**src/ramao_pkg.sv**
```systemverilog
`timescale 1ns / 1ps
// shared constants, types and helper function of the range assign / min offset unit
// no dependencies

package ramao_pkg;

  localparam int MAX_ENTRIES = 1024;
  localparam int VALUE_BITS  = 12;
  localparam int IDX_W       = 11;
  localparam int CMD_W       = 2;
  localparam int OFFS_W      = 14;
  localparam int ADDR_W      = $clog2(MAX_ENTRIES);
  localparam int BLK_W       = 5;
  localparam int NBLK        = MAX_ENTRIES >> BLK_W;
  localparam int BID_W       = ADDR_W - BLK_W;

  typedef enum logic [CMD_W-1:0] {
    CMD_LOAD   = 2'd0,
    CMD_RAISE  = 2'd1,
    CMD_ASSIGN = 2'd2
  } cmd_e;

  typedef struct packed {
    logic                  we;
    logic [ADDR_W-1:0]     waddr;
    logic [VALUE_BITS-1:0] wdata;
    logic [ADDR_W-1:0]     raddr;
  } mem_req_t;

  typedef struct packed {
    logic                     en;
    logic                     clr;
    logic                     use_raw;
    logic [VALUE_BITS-1:0]    val;
    logic [ADDR_W-1:0]        pos;
    logic signed [OFFS_W-1:0] raw;
  } min_op_t;

  // value minus zero-based position
  function automatic logic signed [OFFS_W-1:0] offs_f(input logic [VALUE_BITS-1:0] val,
                                                      input logic [ADDR_W-1:0] pos);
    offs_f = $signed({{(OFFS_W-VALUE_BITS){1'b0}}, val})
           - $signed({{(OFFS_W-ADDR_W){1'b0}}, pos});
  endfunction

endpackage

```
**src/ramao_min_unit.sv**
```systemverilog
`timescale 1ns / 1ps
// shared offset and running minimum unit
// depends on ramao_pkg

module ramao_min_unit import ramao_pkg::*; (
  input  logic                     clk_i,
  input  min_op_t                  op_i,
  output logic signed [OFFS_W-1:0] acc_o
);

  logic signed [OFFS_W-1:0] acc_q, acc_d, operand;

  always_comb begin
    operand = op_i.use_raw ? op_i.raw : offs_f(op_i.val, op_i.pos);
    acc_d   = acc_q;
    if (op_i.en) begin
      if (op_i.clr || (operand < acc_q)) begin
        acc_d = operand;
      end
    end
  end

  always_ff @(posedge clk_i) begin
    acc_q <= acc_d;
  end

  assign acc_o = acc_q;

endmodule

```
**config.mk**
```make
export PLATFORM = sky130hd
export DESIGN_NAME = ramao_min_unit
export DESIGN_NICKNAME = d
export VERILOG_FILES = /design/src/ramao_pkg.sv /design/src/ramao_min_unit.sv
export SDC_FILE = /design/constraint.sdc
export NUM_CORES = 1
export LEC_CHECK = 0
export BUFFER_PORTS_ARGS = -buffer_cell sky130_fd_sc_hd__buf_2
export CORE_UTILIZATION = 53
export DETAILED_ROUTE_END_ITERATION = 8
export PLACE_DENSITY = 0.81
export SLEW_MARGIN = 20
export SYNTH_ARGS = -nofsm -noshare
export SYNTH_HDL_FRONTEND = slang
export SYNTH_SLANG_ARGS = --single-unit
```
**constraint.sdc**
```tcl
create_clock -name clk_i -period 6.4 [get_ports clk_i]
set_input_delay 0.96 -clock clk_i [delete_from_list [all_inputs] [get_ports clk_i]]
set_output_delay 0.96 -clock clk_i [all_outputs]
set_load 0.005 [all_outputs]
```
==> summary.json, run 1 <==
{
  "outcome": {"value": "complete, no violations"},
  "synth_enable_flop_cells": {"value": 14},
  "maxSlewViolCount": {"value": 0},
  "cts_root_buf": {"value": "clkbuf_4"},
  "grt_max_degree": {"value": 24},
  "p_switching": {"value": 108, "unit": "µW"},
  "switching_share": {"value": 34.9, "unit": "%"},
  "postCtsSetupBuffers": {"value": 0},
  "core-area": {"value": 0.00254, "unit": "mm²"},
  "gr_usage_total": {"value": 25.2, "unit": "%"},
  "timing.fmax": {"value": 237, "unit": "MHz"},
  "cts_max_path_bufs": {"value": 2},
  "synthesis.area": {"value": 0.00145, "unit": "mm²"},
  "fin_skew": {"value": 0.000689, "unit": "ns"},
  "yosys.area.top_type": {"value": "edfxtp_1"},
  "postRouteWirelength": {"value": 3430, "unit": "µm"},
  "ys_top_cells_by_area": {"value": "edfxtp_1 (29%), ha_1 (20%), inv_1 (7.0%)"},
  "yosysTopAreaCellShare": {"value": 28.9, "unit": "%"},
  "count_of_vias_placed_by_the_detailed_router": {"value": 1428},
  "p_comb_share": {"value": 44.1, "unit": "%"},
  "viasPerCell": {"value": 5.69},
  "hold_fix_buffers_at_cts": {"value": 0},
  "firstDrtPassIters": {"value": 4},
  "worst-slew-pin-transition": {"value": 0.704, "unit": "ns"},
  "largest_register_ff_count": {"value": 14},
  "fillCellCount": {"value": 212},
  "slowest_delay": {"value": 0.57, "unit": "ns"},
  "grt_pass1_wl": {"value": 5350, "unit": "µm"},
  "p_seq_share": {"value": 40.1, "unit": "%"},
  "timing.max_slew.rel_slack": {"value": 53.1, "unit": "%"},
  "ir_drop": {"value": 0.000120, "unit": "V"},
  "drc": {"value": 0},
  "antenna_found_initial": {"value": 0},
  "max_cap_violations": {"value": 0},
  "cts_made_buffers": {"value": 3},
  "tritoncts_clock_tree": {"value": "built"},
  "setup.reg_to_reg.worst_slack": {"value": 4.10, "unit": "ns"},
  "preCtsSetupSlack": {"value": 1.50, "unit": "ns"},
  "post-route-period-util": {"value": 66.0, "unit": "%"},
  "required": {"value": 6.32, "unit": "ns"},
  "final_cells": {"value": 251},
  "number_of_diodes_added_for_antenna_fixing": {"value": 0},
  "post-synth-top-count-cell": {"value": "inv_1"},
  "layout_area_growth_over_synthesis": {"value": 21.9, "unit": "%"},
  "critical_path_arrival": {"value": 4.14, "unit": "ns"},
  "synthesized_area_per_cell": {"value": 8.65, "unit": "µm²"},
  "worstSetupPathType": {"value": "input pin to register"},
  "critPathCaptureType": {"value": "register"},
  "final.setup.tns": {"value": 0, "unit": "ns"},
  "dieWidth": {"value": 54.4, "unit": "µm"},
  "time_the_worst_path_needs_with_i_o_delays_and_setup": {"value": 4.22, "unit": "ns"},
  "synth.yosys.seq_area_share": {"value": 28.9, "unit": "%"},
  "first_global_vias": {"value": 1323},
  "power.clock.fraction": {"value": 15.9, "unit": "%"},
  "setup_ws": {"value": 2.18, "unit": "ns"},
  "internal-power": {"value": 200, "unit": "µW"},
  "start_kind": {"value": "input pin"},
  "clkTransAtPathRegs": {"value": 0.08, "unit": "ns"},
  "rows": {"value": 18},
  "dpl.hpwl": {"value": 2850, "unit": "µm"},
  "drt-wirelength-per-cell": {"value": 13.7, "unit": "µm"},
  "drtIter0Drc": {"value": 39},
  "timing.hold.worst.class": {"value": "input pin to register"},
  "synthesized_flop_and_latch_total": {"value": 14},
  "clock_sink_count": {"value": 14},
  "globalplace.congestion": {"value": 0.812},
  "worst_path_cell_chain": {"value": "buf_2 > ha_1 > fa_1 > nor2b_1 > o2111ai_1 > nand3b_1 > a31oi_1 > a21o_1 > ha_1 > nor4bb_1 > o21ai_0 > a21oi_1 > o31ai_1 > o21ai_2"},
  "power_per_cell_area": {"value": 174, "unit": "mW/mm²"},
  "hold_path.startpoint": {"value": "op_i[8]"},
  "grt_setup_unrepaired": {"value": "no"},
  "global_route.overflow_total": {"value": 0},
  "synthesis.instances": {"value": 168},
  "leak_pwr": {"value": 0.912, "unit": "nW"},
  "total_of_cells_resized_after_clock_tree_synthesis": {"value": 0},
  "design.die.area": {"value": 0.00296, "unit": "mm²"},
  "timing.hold.ws": {"value": 1.01, "unit": "ns"},
  "critical_path.startpoint": {"value": "op_i[14]"},
  "finalHoldViolCount": {"value": 0},
  "total_nets_final": {"value": 287},
  "place.port_buffers": {"value": 53},
  "ant_nets": {"value": 0},
  "die_height": {"value": 54.4, "unit": "µm"},
  "worst-path-max-fanout": {"value": 14},
  "synth_nets": {"value": 232},
  "htree_num_levels": {"value": 1},
  "finalSetupViolCount": {"value": 0},
  "placed_instance_area": {"value": 0.00175, "unit": "mm²"},
  "floorplan.initialDensity": {"value": 57.1, "unit": "%"},
  "layout-drive-gt1-share": {"value": 27.6, "unit": "%"},
  "numPlacedInstances": {"value": 248},
  "async_reset_ff_share": {"value": 0, "unit": "%"},
  "critical_path.most_common_cell": {"value": "ha_1"},
  "synthFlopType": {"value": "edfxtp_1"},
  "ys_top_cells_by_count": {"value": "inv_1 (27), ha_1 (23), edfxtp_1 (14), nand2_1 (14), nor2_1 (12)"},
  "clock_latency": {"value": 0.28, "unit": "ns"},
  "regToRegStartpoint": {"value": "acc_o[13]$_DFFE_PP_"},
  "io_pins": {"value": 54},
  "fin_area": {"value": 0.00177, "unit": "mm²"},
  "cpMaxStageDelayCell": {"value": "o21ai_2"},
  "synth_warnings": {"value": 0},
  "yosys.cell_types.count": {"value": 39}
}
kinds of logic (layout without fill, tap and decap cells):
kind of cell    count (synthesis)  in the layout  synth area share [%]
xor+xnor                        4              4                  2.41
fa+ha+maj                      24             24                  21.2
buf+inv                        30             83                  7.75
flops                          14             14                  28.9
compound gates                 48             48                  23.0
simple gates                   48             48                  16.8
worst max-delay path, delay by kind of cell:
family | cells | cell delay [ns]
AO/OA/AOI/OAI | 7 | 1.48
adder cells (fa/ha/maj) | 3 | 0.97
buffers and inverters | 1 | 0.10
AND/OR/NAND/NOR | 3 | 0.64
power by group through the flow:
stage               logic, mW  registers [mW]  clock network (mW)
floorplan              0.0850           0.127                   0
global placement        0.126           0.125                   0
detailed placement      0.133           0.126                   0
CTS                     0.135           0.124              0.0493
global route            0.152           0.126              0.0532
finish                  0.136           0.123              0.0489
layout by cell type, fill, tap and decap left out, types with 4 or more instances in the layout:
cell type   n
buf_2      53
inv_1      27
ha_1       23
nand2_1    14
edfxtp_1   14
nor2_1     12
a21oi_1    11
o21ai_0     9
nand2b_1    4
nand3_1     4
o31ai_1     4
a21o_1      4
per-stage QoR:
stage / power (mW) / util, %
final: 0.308 / 69.6
after global routing: 0.331 / 69.6
after CTS: 0.308 / 69.5
after detailed placement: 0.259 / 68.6
after global placement: 0.252 / 68.6
after floorplan: 0.212 / -
layer usage:
metal	global-route usage [%]	share of wire, %	wire (µm)
met1	29.8	43	1470
met4	10.7	2.0	70
met5	0	0	0
met3	2.78	4.7	163
met2	45.5	50	1730
worst paths after layout:
| path | to | cells after the start |
|---|---|---|
| hold reg to reg | acc_o[7]$_DFFE_PP_ | 5 |
| setup / recovery | acc_o[8]$_DFFE_PP_ | 14 |
| hold / removal | acc_o[8]$_DFFE_PP_ | 3 |
| setup reg to reg | acc_o[8]$_DFFE_PP_ | 7 |
cell type report:
type | instances | area (µm²) | share of cell area [%]
Tap cell | 30 | 37.5 | 2.12
Clock buffer | 3 | 22.5 | 1.27
Multi-Input combinational cell | 124 | 925 | 52.2
Inverter | 27 | 101 | 5.72
Sequential cell | 14 | 420 | 23.7
Timing Repair Buffer | 53 | 265 | 15.0
Power figures use the tool's default switching activity.
==> inputs of run 2 (changes only) <==
--- a/config.mk
+++ b/config.mk
@@ -6,9 +6,9 @@
 export NUM_CORES = 1
 export LEC_CHECK = 0
 export BUFFER_PORTS_ARGS = -buffer_cell sky130_fd_sc_hd__buf_2
-export CORE_UTILIZATION = 53
+export CORE_UTILIZATION = 45
 export DETAILED_ROUTE_END_ITERATION = 8
-export PLACE_DENSITY = 0.81
+export PLACE_DENSITY = 0.73
 export SLEW_MARGIN = 20
 export SYNTH_ARGS = -nofsm -noshare
 export SYNTH_HDL_FRONTEND = slang
==> constraint.sdc (replaced) <==
create_clock -name clk_i -period 3.45 [get_ports clk_i]
set_input_delay 0.5175 -clock clk_i [delete_from_list [all_inputs] [get_ports clk_i]]
set_output_delay 0.5175 -clock clk_i [all_outputs]
set_load 0.005 [all_outputs]
==> run 2 against run 1 <==
Sequential share of layout area down 1.7 points. Final cell count increased by 10%. Core utilization decreased by 7.2 points. Global-route usage decreased by 4.6 points. Die area rose by 17%. Clock power up 82%. Hold slack worse by 0.46 ns. Non-clock buffer count is 11 higher.
==> summary.json, run 2 (synthesis gave the netlist of run 1 again) <==
{
  "top_library_cells_by_usage_in_the_layout_fill_and_taps_aside": {"value": "buf_2 (53), inv_1 (27), ha_1 (23)"},
  "antenna_found_initial": {"value": 0},
  "floorplan.initialDensity": {"value": 47.6, "unit": "%"},
  "worst-path-max-fanout": {"value": 11},
  "htree_num_levels": {"value": 1},
  "finalHoldViolCount": {"value": 0},
  "number_of_diodes_added_for_antenna_fixing": {"value": 0},
  "cp_num_cells": {"value": 17},
  "worstSetupPathType": {"value": "input pin to register"},
  "power_per_cell_area": {"value": 309, "unit": "mW/mm²"},
  "critPathTopFamily": {"value": "compound AO/OA/AOI/OAI gates"},
  "ir_drop": {"value": 0.000109, "unit": "V"},
  "ant_nets": {"value": 0},
  "io_pins": {"value": 54},
  "critical_path_arrival": {"value": 3.17, "unit": "ns"},
  "place.port_buffers": {"value": 53},
  "preCtsSetupSlack": {"value": -0.0788, "unit": "ns"},
  "design.die.area": {"value": 0.00346, "unit": "mm²"},
  "layout_area_growth_over_synthesis": {"value": 31.2, "unit": "%"},
  "dieWidth": {"value": 58.8, "unit": "µm"},
  "cts_max_path_bufs": {"value": 2},
  "cpMaxStageDelayCell": {"value": "fa_2"},
  "leak_pwr": {"value": 0.972, "unit": "nW"},
  "cts_made_buffers": {"value": 3},
  "critical_path.most_common_cell": {"value": "ha_1"},
  "total_nets_final": {"value": 298},
  "maxSlewViolCount": {"value": 0},
  "clkTransAtPathRegs": {"value": 0.07, "unit": "ns"},
  "dpl.hpwl": {"value": 2680, "unit": "µm"},
  "tritoncts_clock_tree": {"value": "built"},
  "fin_skew": {"value": 0.00208, "unit": "ns"},
  "worst-slew-pin-transition": {"value": 0.410, "unit": "ns"},
  "fillCellCount": {"value": 289},
  "timing.max_slew.rel_slack": {"value": 72.4, "unit": "%"},
  "post-route-period-util": {"value": 91.9, "unit": "%"},
  "grt_setup_unrepaired": {"value": "no"},
  "start_kind": {"value": "input pin"},
  "grt_max_degree": {"value": 24},
  "worstHoldPathCells": {"value": 2},
  "timing.fmax": {"value": 315, "unit": "MHz"},
  "seq_area": {"value": 420, "unit": "µm²"},
  "firstDrtPassIters": {"value": 4},
  "hold_fix_buffers_at_cts": {"value": 0},
  "clock_sink_count": {"value": 14},
  "drc": {"value": 0},
  "layout-drive-gt1-share": {"value": 32.3, "unit": "%"},
  "setup.reg_to_reg.worst_slack": {"value": 1.57, "unit": "ns"},
  "globalplace.congestion": {"value": 0.896},
  "gr_usage_total": {"value": 20.6, "unit": "%"},
  "slowest_delay": {"value": 0.35, "unit": "ns"},
  "clock_latency": {"value": 0.28, "unit": "ns"},
  "postCtsSetupBuffers": {"value": 0},
  "critPathCaptureType": {"value": "register"},
  "critical_path_buf_inv_count": {"value": 4},
  "mostFrequentLayoutCell": {"value": "buf_2"},
  "rows": {"value": 20},
  "finalSetupViolCount": {"value": 0},
  "postRouteWirelength": {"value": 3100, "unit": "µm"},
  "global_route.overflow_total": {"value": 0},
  "area_used_by_multi_input_combinational_logic": {"value": 947, "unit": "µm²"},
  "outcome": {"value": "complete, no violations"},
  "timing.hold.worst.class": {"value": "input pin to register"},
  "worst_r2r_path_depth": {"value": 9},
  "core-area": {"value": 0.00305, "unit": "mm²"},
  "largest_register_ff_count": {"value": 14},
  "grt_pass1_wl": {"value": 5460, "unit": "µm"},
  "post-route-util": {"value": 62.5, "unit": "%"},
  "time_the_worst_path_needs_with_i_o_delays_and_setup": {"value": 3.17, "unit": "ns"},
  "first_global_vias": {"value": 1287},
  "drtIter0Drc": {"value": 35},
  "worst_path_cell_chain": {"value": "buf_2 > inv_1 > ha_1 > fa_2 > nor2b_1 > o2111ai_1 > nand3b_1 > a31oi_1 > a21o_1 > ha_1 > buf_4 > nand4_1 > o21ai_0 > a21oi_1 > o31ai_1 > o21ai_2 > buf_12"},
  "count_of_vias_placed_by_the_detailed_router": {"value": 1399},
  "die_height": {"value": 58.8, "unit": "µm"},
  "viasPerCell": {"value": 5.07},
  "setup_ws": {"value": 0.280, "unit": "ns"},
  "drt-wirelength-per-cell": {"value": 11.2, "unit": "µm"},
  "cts_root_buf": {"value": "clkbuf_4"},
  "required": {"value": 3.45, "unit": "ns"},
  "max_cap_violations": {"value": 0}
}
[run 2: cell count changes in the layout (fill, tap and decap cells not counted), sizes merged]
cell and change:
buf +11
[run 2: final timing paths]
path / to / startpoint
setup / recovery: acc_o[2]$_DFFE_PP_ / op_i[24]
hold / removal: acc_o[12]$_DFFE_PP_ / op_i[12]
setup reg to reg: acc_o[2]$_DFFE_PP_ / acc_o[13]$_DFFE_PP_
hold reg to reg: acc_o[12]$_DFFE_PP_ / acc_o[12]$_DFFE_PP_
[run 2: stage by stage]
stage	area [µm²]	std cells	TNS (ns)	hold WS [ns]	total power, mW
2_1_floorplan	1470	168	0	0.732	0.395
3_3_place_gp	1870	273	-0.169	0.834	0.498
3_5_place_dp	1870	273	-1.09	0.843	0.502
4_1_cts	1890	276	0	0.548	0.592
5_1_grt	1910	276	0	0.561	0.646
6_report	1910	276	0	0.556	0.590
[run 2: where the power goes]
group          switching (mW)  total (mW)  internal [mW]
clock                  0.0487      0.0892         0.0405
combinational           0.139       0.273          0.134
sequential            0.00969       0.228          0.219
[run 2: final cells by class]
class	count	area share (%)
Sequential cell	14	22.0
Tap cell	44	2.89
Inverter	27	5.31
Timing Repair Buffer	64	18.9
Clock buffer	3	1.18
Multi-Input combinational cell	124	49.7
[run 2: layer usage]
layer  global-route usage [%]  wire [µm]  up-vias
met5                        0          0        -
met2                     31.7       1330       45
li1                         -          -      735
met1                     29.3       1620      615
met3                     1.98        117        4
met4                     9.18         30        0
[run 2: repair_timing]
item,4_1_cts,5_1_grt
setup endpoints to repair,0,14
hold endpoints to repair,0,0
resized for setup,0,2
