<file path="config.mk">
export PLATFORM = sky130hd
export DESIGN_NAME = ramao_ctrl
export DESIGN_NICKNAME = d
export VERILOG_FILES = /design/src/ramao_pkg.sv /design/src/ramao_ctrl.sv
export SDC_FILE = /design/constraint.sdc
export NUM_CORES = 2
export LEC_CHECK = 0
export BUFFER_PORTS_ARGS = -buffer_cell sky130_fd_sc_hd__buf_4
export CAP_MARGIN = 25
export CELL_PAD_IN_SITES_DETAIL_PLACEMENT = 1
export CELL_PAD_IN_SITES_GLOBAL_PLACEMENT = 2
export CORE_ASPECT_RATIO = 1.2
export CORE_MARGIN = 5
export CORE_UTILIZATION = 41
export CTS_CLUSTER_DIAMETER = 100
export DETAILED_ROUTE_END_ITERATION = 12
export PLACE_DENSITY = 0.79
export SYNTH_ARGS = -nofsm -noshare
export SYNTH_HDL_FRONTEND = slang
export SYNTH_SLANG_ARGS = --single-unit
</file>
<file path="constraint.sdc">
create_clock -name clk_i -period 8.1 [get_ports clk_i]
set_input_delay 0.405 -clock clk_i [delete_from_list [all_inputs] [get_ports clk_i]]
set_output_delay 0.405 -clock clk_i [all_outputs]
set_load 0.005 [all_outputs]
</file>
<file path="src/ramao_pkg.sv">
`timescale 1ns / 1ps
// shared constants, types and helper function of the range assign / min offset unit
// no dependencies

package ramao_pkg;

  localparam int MAX_ENTRIES = 1024;
  localparam int VALUE_BITS  = 12;
  localparam int IDX_W       = 11;
  localparam int CMD_W       = 2;
  localparam int OFFS_W      = 14;
  localparam int ADDR_W      = $clog2(MAX_ENTRIES);
  localparam int BLK_W       = 5;
  localparam int NBLK        = MAX_ENTRIES >> BLK_W;
  localparam int BID_W       = ADDR_W - BLK_W;

  typedef enum logic [CMD_W-1:0] {
    CMD_LOAD   = 2'd0,
    CMD_RAISE  = 2'd1,
    CMD_ASSIGN = 2'd2
  } cmd_e;

  typedef struct packed {
    logic                  we;
    logic [ADDR_W-1:0]     waddr;
    logic [VALUE_BITS-1:0] wdata;
    logic [ADDR_W-1:0]     raddr;
  } mem_req_t;

  typedef struct packed {
    logic                     en;
    logic                     clr;
    logic                     use_raw;
    logic [VALUE_BITS-1:0]    val;
    logic [ADDR_W-1:0]        pos;
    logic signed [OFFS_W-1:0] raw;
  } min_op_t;

  // value minus zero-based position
  function automatic logic signed [OFFS_W-1:0] offs_f(input logic [VALUE_BITS-1:0] val,
                                                      input logic [ADDR_W-1:0] pos);
    offs_f = $signed({{(OFFS_W-VALUE_BITS){1'b0}}, val})
           - $signed({{(OFFS_W-ADDR_W){1'b0}}, pos});
  endfunction

endpackage

</file>
<file path="src/ramao_ctrl.sv">
`timescale 1ns / 1ps
// sequencer: search probes, block fill with lazy block tags, minimum pass
// depends on ramao_pkg; drives ramao_entry_mem and ramao_min_unit

module ramao_ctrl import ramao_pkg::*; (
  input  logic                     clk_i,
  input  logic                     rst_ni,
  input  logic                     req_valid_i,
  output logic                     req_ready_o,
  input  logic [CMD_W-1:0]         cmd_i,
  input  logic [IDX_W-1:0]         lo_i,
  input  logic [IDX_W-1:0]         hi_i,
  input  logic [VALUE_BITS-1:0]    value_i,
  input  logic [IDX_W-1:0]         used_length_i,
  output logic                     res_valid_o,
  input  logic                     res_ready_i,
  output logic signed [OFFS_W-1:0] res_min_offset_o,
  output logic                     res_changed_o,
  output logic [IDX_W-1:0]         res_border_o,
  output mem_req_t                 mem_req_o,
  input  logic [VALUE_BITS-1:0]    mem_rdata_i,
  output min_op_t                  min_op_o,
  input  logic signed [OFFS_W-1:0] min_acc_i
);

  typedef enum logic [3:0] {
    S_IDLE,
    S_CHECK,
    S_PROBE_RD,
    S_PROBE_CMP,
    S_FILL_BLK,
    S_SWEEP,
    S_SWEEP_END,
    S_GMIN,
    S_DONE
  } state_e;

  state_e                state_q, state_d;
  logic [CMD_W-1:0]      cmd_q, cmd_d;
  logic [IDX_W-1:0]      lo_q, lo_d, hi_q, hi_d;
  logic [VALUE_BITS-1:0] v_q, v_d;
  logic [IDX_W-1:0]      a_q, a_d, b_q, b_d, k_q, k_d, mid_q, mid_d;
  logic                  first_q, first_d;
  logic [ADDR_W-1:0]     pa_q, pa_d, pb_q, pb_d;
  logic [BID_W-1:0]      blk_q, blk_d;
  logic [BLK_W:0]        j_q, j_d;
  logic [BLK_W-1:0]      jlast_q, jlast_d;
  logic                  wr_q, wr_d;
  logic [BID_W:0]        gb_q, gb_d;
  logic                  changed_q, changed_d;
  logic [IDX_W-1:0]      border_q, border_d;

  // block table
  logic [NBLK-1:0]          tag_v_q;
  logic [VALUE_BITS-1:0]    tag_val_q [NBLK];
  logic signed [OFFS_W-1:0] bmin_q [NBLK];
  logic                     blk_we, blk_tag_set;
  logic signed [OFFS_W-1:0] blk_min_wdata;

  logic [IDX_W-1:0]      n_w, hs_w;
  logic [BID_W:0]        nfull_w;
  logic [BLK_W-1:0]      ntail_w;
  logic [ADDR_W-1:0]     lo_m1_w, mid_addr_w, spos_w;
  logic [IDX_W:0]        mid_sum_w;
  logic [IDX_W-1:0]      mid_calc_w, mid_w, na_w, nb_w, nk_w;
  logic [BID_W-1:0]      tag_idx_w;
  logic [VALUE_BITS-1:0] cur_w, newv_w;
  logic [BLK_W-1:0]      jm1_w;
  logic [BLK_W:0]        j_end_w;
  logic                  lt_w, in_rng_w, full_w, last_blk_w;

  always_comb begin
    if (used_length_i == '0) begin
      n_w = IDX_W'(1);
    end else if (used_length_i > IDX_W'(MAX_ENTRIES)) begin
      n_w = IDX_W'(MAX_ENTRIES);
    end else begin
      n_w = used_length_i;
    end
  end

  assign nfull_w    = n_w[BLK_W +: BID_W+1];
  assign ntail_w    = n_w[BLK_W-1:0];
  assign hs_w       = (hi_q > n_w) ? n_w : hi_q;
  assign lo_m1_w    = ADDR_W'(lo_q - 1'b1);
  assign mid_sum_w  = {1'b0, a_q} + {1'b0, b_q};
  assign mid_calc_w = mid_sum_w[IDX_W:1];
  assign mid_w      = first_q ? lo_q : mid_calc_w;
  assign mid_addr_w = ADDR_W'(mid_q - 1'b1);
  assign tag_idx_w  = (state_q == S_PROBE_CMP) ? mid_addr_w[ADDR_W-1:BLK_W] : blk_q;
  assign cur_w      = tag_v_q[tag_idx_w] ? tag_val_q[tag_idx_w] : mem_rdata_i;
  assign lt_w       = cur_w < v_q;
  assign na_w       = lt_w ? IDX_W'(mid_q + 1'b1) : a_q;
  assign nb_w       = lt_w ? b_q : IDX_W'(mid_q - 1'b1);
  assign nk_w       = lt_w ? mid_q : k_q;
  assign jm1_w      = BLK_W'(j_q - 1'b1);
  assign j_end_w    = (BLK_W+1)'(jlast_q) + 1'b1;
  assign spos_w     = {blk_q, jm1_w};
  assign in_rng_w   = (spos_w >= pa_q) && (spos_w <= pb_q);
  assign newv_w     = in_rng_w ? v_q : cur_w;
  assign full_w     = ((blk_q != pa_q[ADDR_W-1:BLK_W]) || (pa_q[BLK_W-1:0] == '0))
                   && ((blk_q != pb_q[ADDR_W-1:BLK_W]) || (pb_q[BLK_W-1:0] == '1));
  assign last_blk_w = blk_q == pb_q[ADDR_W-1:BLK_W];

  always_comb begin
    state_d       = state_q;
    cmd_d         = cmd_q;
    lo_d          = lo_q;
    hi_d          = hi_q;
    v_d           = v_q;
    a_d           = a_q;
    b_d           = b_q;
    k_d           = k_q;
    mid_d         = mid_q;
    first_d       = first_q;
    pa_d          = pa_q;
    pb_d          = pb_q;
    blk_d         = blk_q;
    j_d           = j_q;
    jlast_d       = jlast_q;
    wr_d          = wr_q;
    gb_d          = gb_q;
    changed_d     = changed_q;
    border_d      = border_q;
    req_ready_o   = 1'b0;
    res_valid_o   = 1'b0;
    mem_req_o     = '0;
    min_op_o      = '0;
    blk_we        = 1'b0;
    blk_tag_set   = 1'b0;
    blk_min_wdata = min_acc_i;

    case (state_q)
      S_IDLE: begin
        req_ready_o = 1'b1;
        if (req_valid_i) begin
          cmd_d     = cmd_i;
          lo_d      = lo_i;
          hi_d      = hi_i;
          v_d       = value_i;
          changed_d = 1'b0;
          border_d  = '0;
          state_d   = S_CHECK;
        end
      end
      S_CHECK: begin
        gb_d    = '0;
        state_d = S_GMIN;
        case (cmd_q)
          CMD_LOAD: begin
            if ((lo_q != '0) && (lo_q <= n_w)) begin
              pa_d      = lo_m1_w;
              pb_d      = lo_m1_w;
              blk_d     = lo_m1_w[ADDR_W-1:BLK_W];
              changed_d = 1'b1;
              state_d   = S_FILL_BLK;
            end
          end
          CMD_RAISE: begin
            if ((lo_q != '0) && (lo_q <= hs_w)) begin
              a_d     = lo_q;
              b_d     = hs_w;
              k_d     = lo_q;
              first_d = 1'b1;
              state_d = S_PROBE_RD;
            end
          end
          CMD_ASSIGN: begin
            if ((lo_q != '0) && (lo_q <= hs_w)) begin
              pa_d      = lo_m1_w;
              pb_d      = ADDR_W'(hs_w - 1'b1);
              blk_d     = lo_m1_w[ADDR_W-1:BLK_W];
              changed_d = 1'b1;
              state_d   = S_FILL_BLK;
            end
          end
          default: begin
            state_d = S_GMIN;
          end
        endcase
      end
      S_PROBE_RD: begin
        mid_d           = mid_w;
        mem_req_o.raddr = ADDR_W'(mid_w - 1'b1);
        state_d         = S_PROBE_CMP;
      end
      S_PROBE_CMP: begin
        if (first_q) begin
          if (lt_w) begin
            first_d = 1'b0;
            state_d = S_PROBE_RD;
          end else begin
            gb_d    = '0;
            state_d = S_GMIN;
          end
        end else begin
          a_d = na_w;
          b_d = nb_w;
          k_d = nk_w;
          if (na_w <= nb_w) begin
            state_d = S_PROBE_RD;
          end else begin
            pa_d      = lo_m1_w;
            pb_d      = ADDR_W'(nk_w - 1'b1);
            blk_d     = lo_m1_w[ADDR_W-1:BLK_W];
            changed_d = 1'b1;
            border_d  = nk_w;
            state_d   = S_FILL_BLK;
          end
        end
      end
      S_FILL_BLK: begin
        if (full_w) begin
          // whole block covered: set tag, minimum sits at the block's last entry
          blk_we        = 1'b1;
          blk_tag_set   = 1'b1;
          blk_min_wdata = offs_f(v_q, {blk_q, {BLK_W{1'b1}}});
          if (last_blk_w) begin
            gb_d    = '0;
            state_d = S_GMIN;
          end else begin
            blk_d = BID_W'(blk_q + 1'b1);
          end
        end else begin
          j_d     = '0;
          jlast_d = '1;
          wr_d    = 1'b1;
          state_d = S_SWEEP;
        end
      end
      S_SWEEP: begin
        if (j_q <= {1'b0, jlast_q}) begin
          mem_req_o.raddr = {blk_q, j_q[BLK_W-1:0]};
        end
        if (j_q != '0) begin
          min_op_o.en  = 1'b1;
          min_op_o.val = wr_q ? newv_w : cur_w;
          min_op_o.pos = spos_w;
          min_op_o.clr = (j_q == (BLK_W+1)'(1)) && (wr_q || (nfull_w == '0));
          if (wr_q) begin
            mem_req_o.we    = 1'b1;
            mem_req_o.waddr = spos_w;
            mem_req_o.wdata = newv_w;
          end
        end
        if (j_q == j_end_w) begin
          state_d = S_SWEEP_END;
        end else begin
          j_d = j_q + 1'b1;
        end
      end
      S_SWEEP_END: begin
        if (wr_q) begin
          // rebuilt block: tag pushed into entries, store fresh minimum
          blk_we        = 1'b1;
          blk_tag_set   = 1'b0;
          blk_min_wdata = min_acc_i;
          if (last_blk_w) begin
            gb_d    = '0;
            state_d = S_GMIN;
          end else begin
            blk_d   = BID_W'(blk_q + 1'b1);
            state_d = S_FILL_BLK;
          end
        end else begin
          state_d = S_DONE;
        end
      end
      S_GMIN: begin
        if (gb_q < nfull_w) begin
          min_op_o.en      = 1'b1;
          min_op_o.use_raw = 1'b1;
          min_op_o.raw     = bmin_q[gb_q[BID_W-1:0]];
          min_op_o.clr     = gb_q == '0;
          gb_d             = gb_q + 1'b1;
        end else if (ntail_w != '0) begin
          blk_d   = nfull_w[BID_W-1:0];
          j_d     = '0;
          jlast_d = BLK_W'(ntail_w - 1'b1);
          wr_d    = 1'b0;
          state_d = S_SWEEP;
        end else begin
          state_d = S_DONE;
        end
      end
      S_DONE: begin
        res_valid_o = 1'b1;
        if (res_ready_i) begin
          state_d = S_IDLE;
        end
      end
      default: begin
        state_d = S_IDLE;
      end
    endcase
  end

  always_ff @(posedge clk_i or negedge rst_ni) begin
    if (!rst_ni) begin
      state_q   <= S_IDLE;
      cmd_q     <= '0;
      lo_q      <= '0;
      hi_q      <= '0;
      v_q       <= '0;
      a_q       <= '0;
      b_q       <= '0;
      k_q       <= '0;
      mid_q     <= '0;
      first_q   <= 1'b0;
      pa_q      <= '0;
      pb_q      <= '0;
      blk_q     <= '0;
      j_q       <= '0;
      jlast_q   <= '0;
      wr_q      <= 1'b0;
      gb_q      <= '0;
      changed_q <= 1'b0;
      border_q  <= '0;
    end else begin
      state_q   <= state_d;
      cmd_q     <= cmd_d;
      lo_q      <= lo_d;
      hi_q      <= hi_d;
      v_q       <= v_d;
      a_q       <= a_d;
      b_q       <= b_d;
      k_q       <= k_d;
      mid_q     <= mid_d;
      first_q   <= first_d;
      pa_q      <= pa_d;
      pb_q      <= pb_d;
      blk_q     <= blk_d;
      j_q       <= j_d;
      jlast_q   <= jlast_d;
      wr_q      <= wr_d;
      gb_q      <= gb_d;
      changed_q <= changed_d;
      border_q  <= border_d;
    end
  end

  always_ff @(posedge clk_i or negedge rst_ni) begin
    if (!rst_ni) begin
      tag_v_q <= '0;
    end else if (blk_we) begin
      tag_v_q[blk_q] <= blk_tag_set;
    end
  end

  always_ff @(posedge clk_i) begin
    if (blk_we) begin
      bmin_q[blk_q] <= blk_min_wdata;
      if (blk_tag_set) begin
        tag_val_q[blk_q] <= v_q;
      end
    end
  end

  assign res_min_offset_o = min_acc_i;
  assign res_changed_o    = changed_q;
  assign res_border_o     = border_q;

endmodule

</file>
==> impl_metrics.json <==
{
  "placed_area_um2": 51950,
  "dr.pass1.iters": 6,
  "routabilityCongestion": 0.8781,
  "die_y_um": 380.7,
  "drt_wl_total_mm": 145.9,
  "crit_path_max_incr_delay_ps": 470,
  "post_route_worst_setup_slack_ps": 86.42,
  "cts_num_sinks": 1004,
  "finalNonFillerCells": 5301,
  "p_per_area_nw_per_um2": 493.6,
  "grt_pass1_vias": 31496,
  "htree_levels": 3,
  "gr-usage-all-layers": 0.2338,
  "cts_root_buf": "sky130_fd_sc_hd__clkbuf_16",
  "timing.critical_path.arrival_ps": 8600,
  "post_drt_wl_per_cell_um": 27.52,
  "fin_worst_skew_ps": 47.57,
  "max-cap-violations": 0,
  "dr_total_vias": 30118,
  "post_synth_inst_count": 3248,
  "layout-area-overhead-vs-synth_pct": 20.52,
  "syn_avg_cell_area_um2": 14.46,
  "wire_length_of_the_first_global_routing_pass_mm": 213.2,
  "worst_skew_pair.late_latency_ps": 720,
  "io_pins": 177,
  "cts-buffers-inserted": 102,
  "clock_power_share": 0.174,
  "synth-main-ff-cell": "sky130_fd_sc_hd__edfxtp_1",
  "worst-endpoint-required_ps": 8680,
  "count_of_input_and_output_buffers": 176,
  "worst_path_max_delay_cell": "sky130_fd_sc_hd__a222oi_1",
  "power.net_switching_mw": 11.48,
  "grt_antenna_before_repair": 2,
  "power_switching_share": 0.4111,
  "max_transition_viols_final": 0,
  "timing.slew.headroom": 0.2943,
  "global_route.overflow_total": 0,
  "pin_count_of_the_biggest_net_entering_global_routing": 66,
  "tritoncts": "built",
  "tightest_slew_ps": 1057,
  "crit_path_start_kind": "flop",
  "chipWidth_um": 319.0,
  "max-vdd-ir-drop_uv": 410.5,
  "netlist_area_um2": 46960,
  "final_area_um2": 56600,
  "initial_utilization": 0.4113,
  "synth_warnings": 0,
  "fraction_of_final_layout_cells_with_drive_strength_greater_than_1": 0.2640,
  "floorplan.rows": 136,
  "achievable-frequency_mhz": 124.8,
  "synth_edf_count": 832,
  "die-area_um2": 121400,
  "cp_max_fanout": 7,
  "avgViaCountPerCell": 5.682,
  "run_status": "completed",
  "drt_drc_violations_left": 0,
  "cts.path.max_buffers": 3,
  "detailedPlace.worstSlack_ps": -92.26,
  "ys_types": 85,
  "placeableCoreArea_um2": 114200,
  "seqPwrFrac": 0.278,
  "pwr-share-comb": 0.548,
  "min_period_over_period": 0.9893,
  "timing.hold.worst.class": "in -> reg",
  "total_leakage_power_nw": 21.64,
  "synth_async_reset_ratio": 0.1713,
  "final-hold-violation-count": 0,
  "detailed_place_hpwl_mm": 98.21,
  "nNetsFinal": 3890,
  "setup_viol_count_final": 0,
  "numPlacedInstances": 5031,
  "postSynthNetCount": 3444,
  "end_kind": "flop",
  "synth_seq_area_share": 0.6237,
  "path_class": "reg -> reg",
  "detail-route-antenna-nets": 0,
  "postSynthRegisterBits": 1004,
  "clk_transition_reported_paths_ps": 60,
  "fin_crit_ps": 8014,
  "cellInternalPower_mw": 16.45,
  "timing.critical_path.mode_cell": "sky130_fd_sc_hd__buf_4",
  "detailedRoute.firstIterationViolations": 2378
}
## stage by stage
step	setup TNS [ps]	util	power, mW	hold slack [ps]
after detailed placement	-1183	0.4550	21.96	394.7
after CTS	0	0.4897	27.06	19.99
after global placement	-355.3	0.4537	21.64	384.8
after floorplan	0	-	16.00	109.4
final	0	0.4957	27.93	67.67
after global routing	-2635	0.4956	29.41	45.93
## synth_stat cells, drive strengths merged, types with 58 or more instances
master | count | area, µm²
buf | 84 | 437.9
clkbuf | 116 | 435.4
nor2 | 166 | 625.6
dfrtp | 172 | 4304
nand2 | 188 | 705.7
nand3 | 72 | 360.4
mux2 | 86 | 994.7
a21oi | 122 | 625.6
o21ai | 169 | 857.1
mux4 | 140 | 3153
edfxtp | 832 | 24980
mux2i | 389 | 3894
inv | 99 | 371.6
ha | 118 | 1476
xnor2 | 58 | 508.0
## sequential cells by signal, summed over array words and instances, names as in the netlist, 10 cells and up
register / flops
a_q: 11
b_q: 11
bmin_q: 448
hi_q: 11
k_q: 11
lo_q: 11
mid_q: 11
pa_q: 10
pb_q: 10
res_border_o: 11
tag_v_q: 32
tag_val_q: 384
v_q: 12
## per-layer routing
layer,part of all wire,global-route usage
met5,0.000089,0
met4,0.028,0.07125
met3,0.061,0.03990
met2,0.49,0.3935
met1,0.42,0.3132
## power groups by stage
stage          Sequential [mW]  Clock, mW  Combinational, mW
2_1_floorplan             7.72          0               8.28
3_3_place_gp              7.86          0               13.8
3_5_place_dp              7.87          0               14.1
4_1_cts                   7.77       4.94               14.4
5_1_grt                   7.84       5.19               16.4
6_report                  7.78       4.85               15.3
## cell type report
class / instances / area (µm²)
Fill cell: 11226 / 57580
Sequential cell: 1004 / 29300
Multi-Input combinational cell: 1943 / 16880
Timing Repair Buffer: 542 / 4706
Clock buffer: 118 / 2654
Tap cell: 1518 / 1899
Clock inverter: 72 / 772.0
Inverter: 101 / 379.1
Antenna cell: 3 / 7.507
## critical path: cells and delay by family (launching register included)
kind	cells	cell delay, ps
DFF	1	410
AOI/OAI and AO/OA	18	3370
and+or+nand+nor	9	1450
adders and majority gates	3	730
muxes	2	670
buffers and inverters	9	1250
## layout by cell type (no fill, tap or decap), types with 14 or more instances in the layout
cell type	count
sky130_fd_sc_hd__buf_12	25
sky130_fd_sc_hd__buf_4	449
sky130_fd_sc_hd__clkinv_1	17
sky130_fd_sc_hd__mux2_2	71
sky130_fd_sc_hd__nor2_1	158
sky130_fd_sc_hd__xor2_1	21
sky130_fd_sc_hd__buf_6	16
sky130_fd_sc_hd__dlygate4sd3_1	37
sky130_fd_sc_hd__nand4_1	16
sky130_fd_sc_hd__mux4_2	140
sky130_fd_sc_hd__clkbuf_16	104
sky130_fd_sc_hd__nor3_1	38
sky130_fd_sc_hd__xnor2_1	58
sky130_fd_sc_hd__clkinv_2	22
sky130_fd_sc_hd__dfrtp_1	168
sky130_fd_sc_hd__o22ai_1	15
sky130_fd_sc_hd__o21ai_0	148
sky130_fd_sc_hd__a31oi_1	15
sky130_fd_sc_hd__nand3_1	72
sky130_fd_sc_hd__nor2b_1	18
sky130_fd_sc_hd__and3_1	20
sky130_fd_sc_hd__o21a_1	21
sky130_fd_sc_hd__edfxtp_1	832
sky130_fd_sc_hd__a211oi_1	22
sky130_fd_sc_hd__ha_1	108
sky130_fd_sc_hd__inv_1	97
sky130_fd_sc_hd__nand2_1	185
sky130_fd_sc_hd__mux2i_2	14
sky130_fd_sc_hd__a21oi_1	116
sky130_fd_sc_hd__mux2i_1	375
sky130_fd_sc_hd__nand2b_1	15
sky130_fd_sc_hd__mux2_4	15
sky130_fd_sc_hd__a21o_1	45
## final timing paths
path	startpoint	to	slack, ps	cells after the start
max	mid_q[0]$_DFFE_PN0P_	blk_q[0]$_DFFE_PN0P_	90	41
min	res_ready_i	state_q[3]$_DFFE_PN0P_	70	2
max reg2reg	mid_q[0]$_DFFE_PN0P_	blk_q[0]$_DFFE_PN0P_	90	41
min in group asynchronous	rst_ni	hi_q[7]$_DFFE_PN0P_	210	2
max in group asynchronous	rst_ni	v_q[1]$_DFFE_PN0P_	6570	3
min reg2reg	res_changed_o$_DFFE_PN0P_	res_changed_o$_DFFE_PN0P_	500	2
## kinds of logic after synthesis
family	Yosys count	synth area share
flops	1004	0.6237
mux	615	0.1712
simple gates	601	0.05992
compound gates	529	0.07191
buf+inv	301	0.02667
fa+ha+maj	119	0.03187
xor+xnor	79	0.01473
## repair_timing
item	CTS	global route
buffers inserted	6	25
pin swaps	6	33
gates cloned	2	1
endpoints found under the setup margin	35	39
hold buffers	37	0
hold endpoints to repair	82	0
gates resized for setup	9	72
Power figures use the tool's default switching activity.
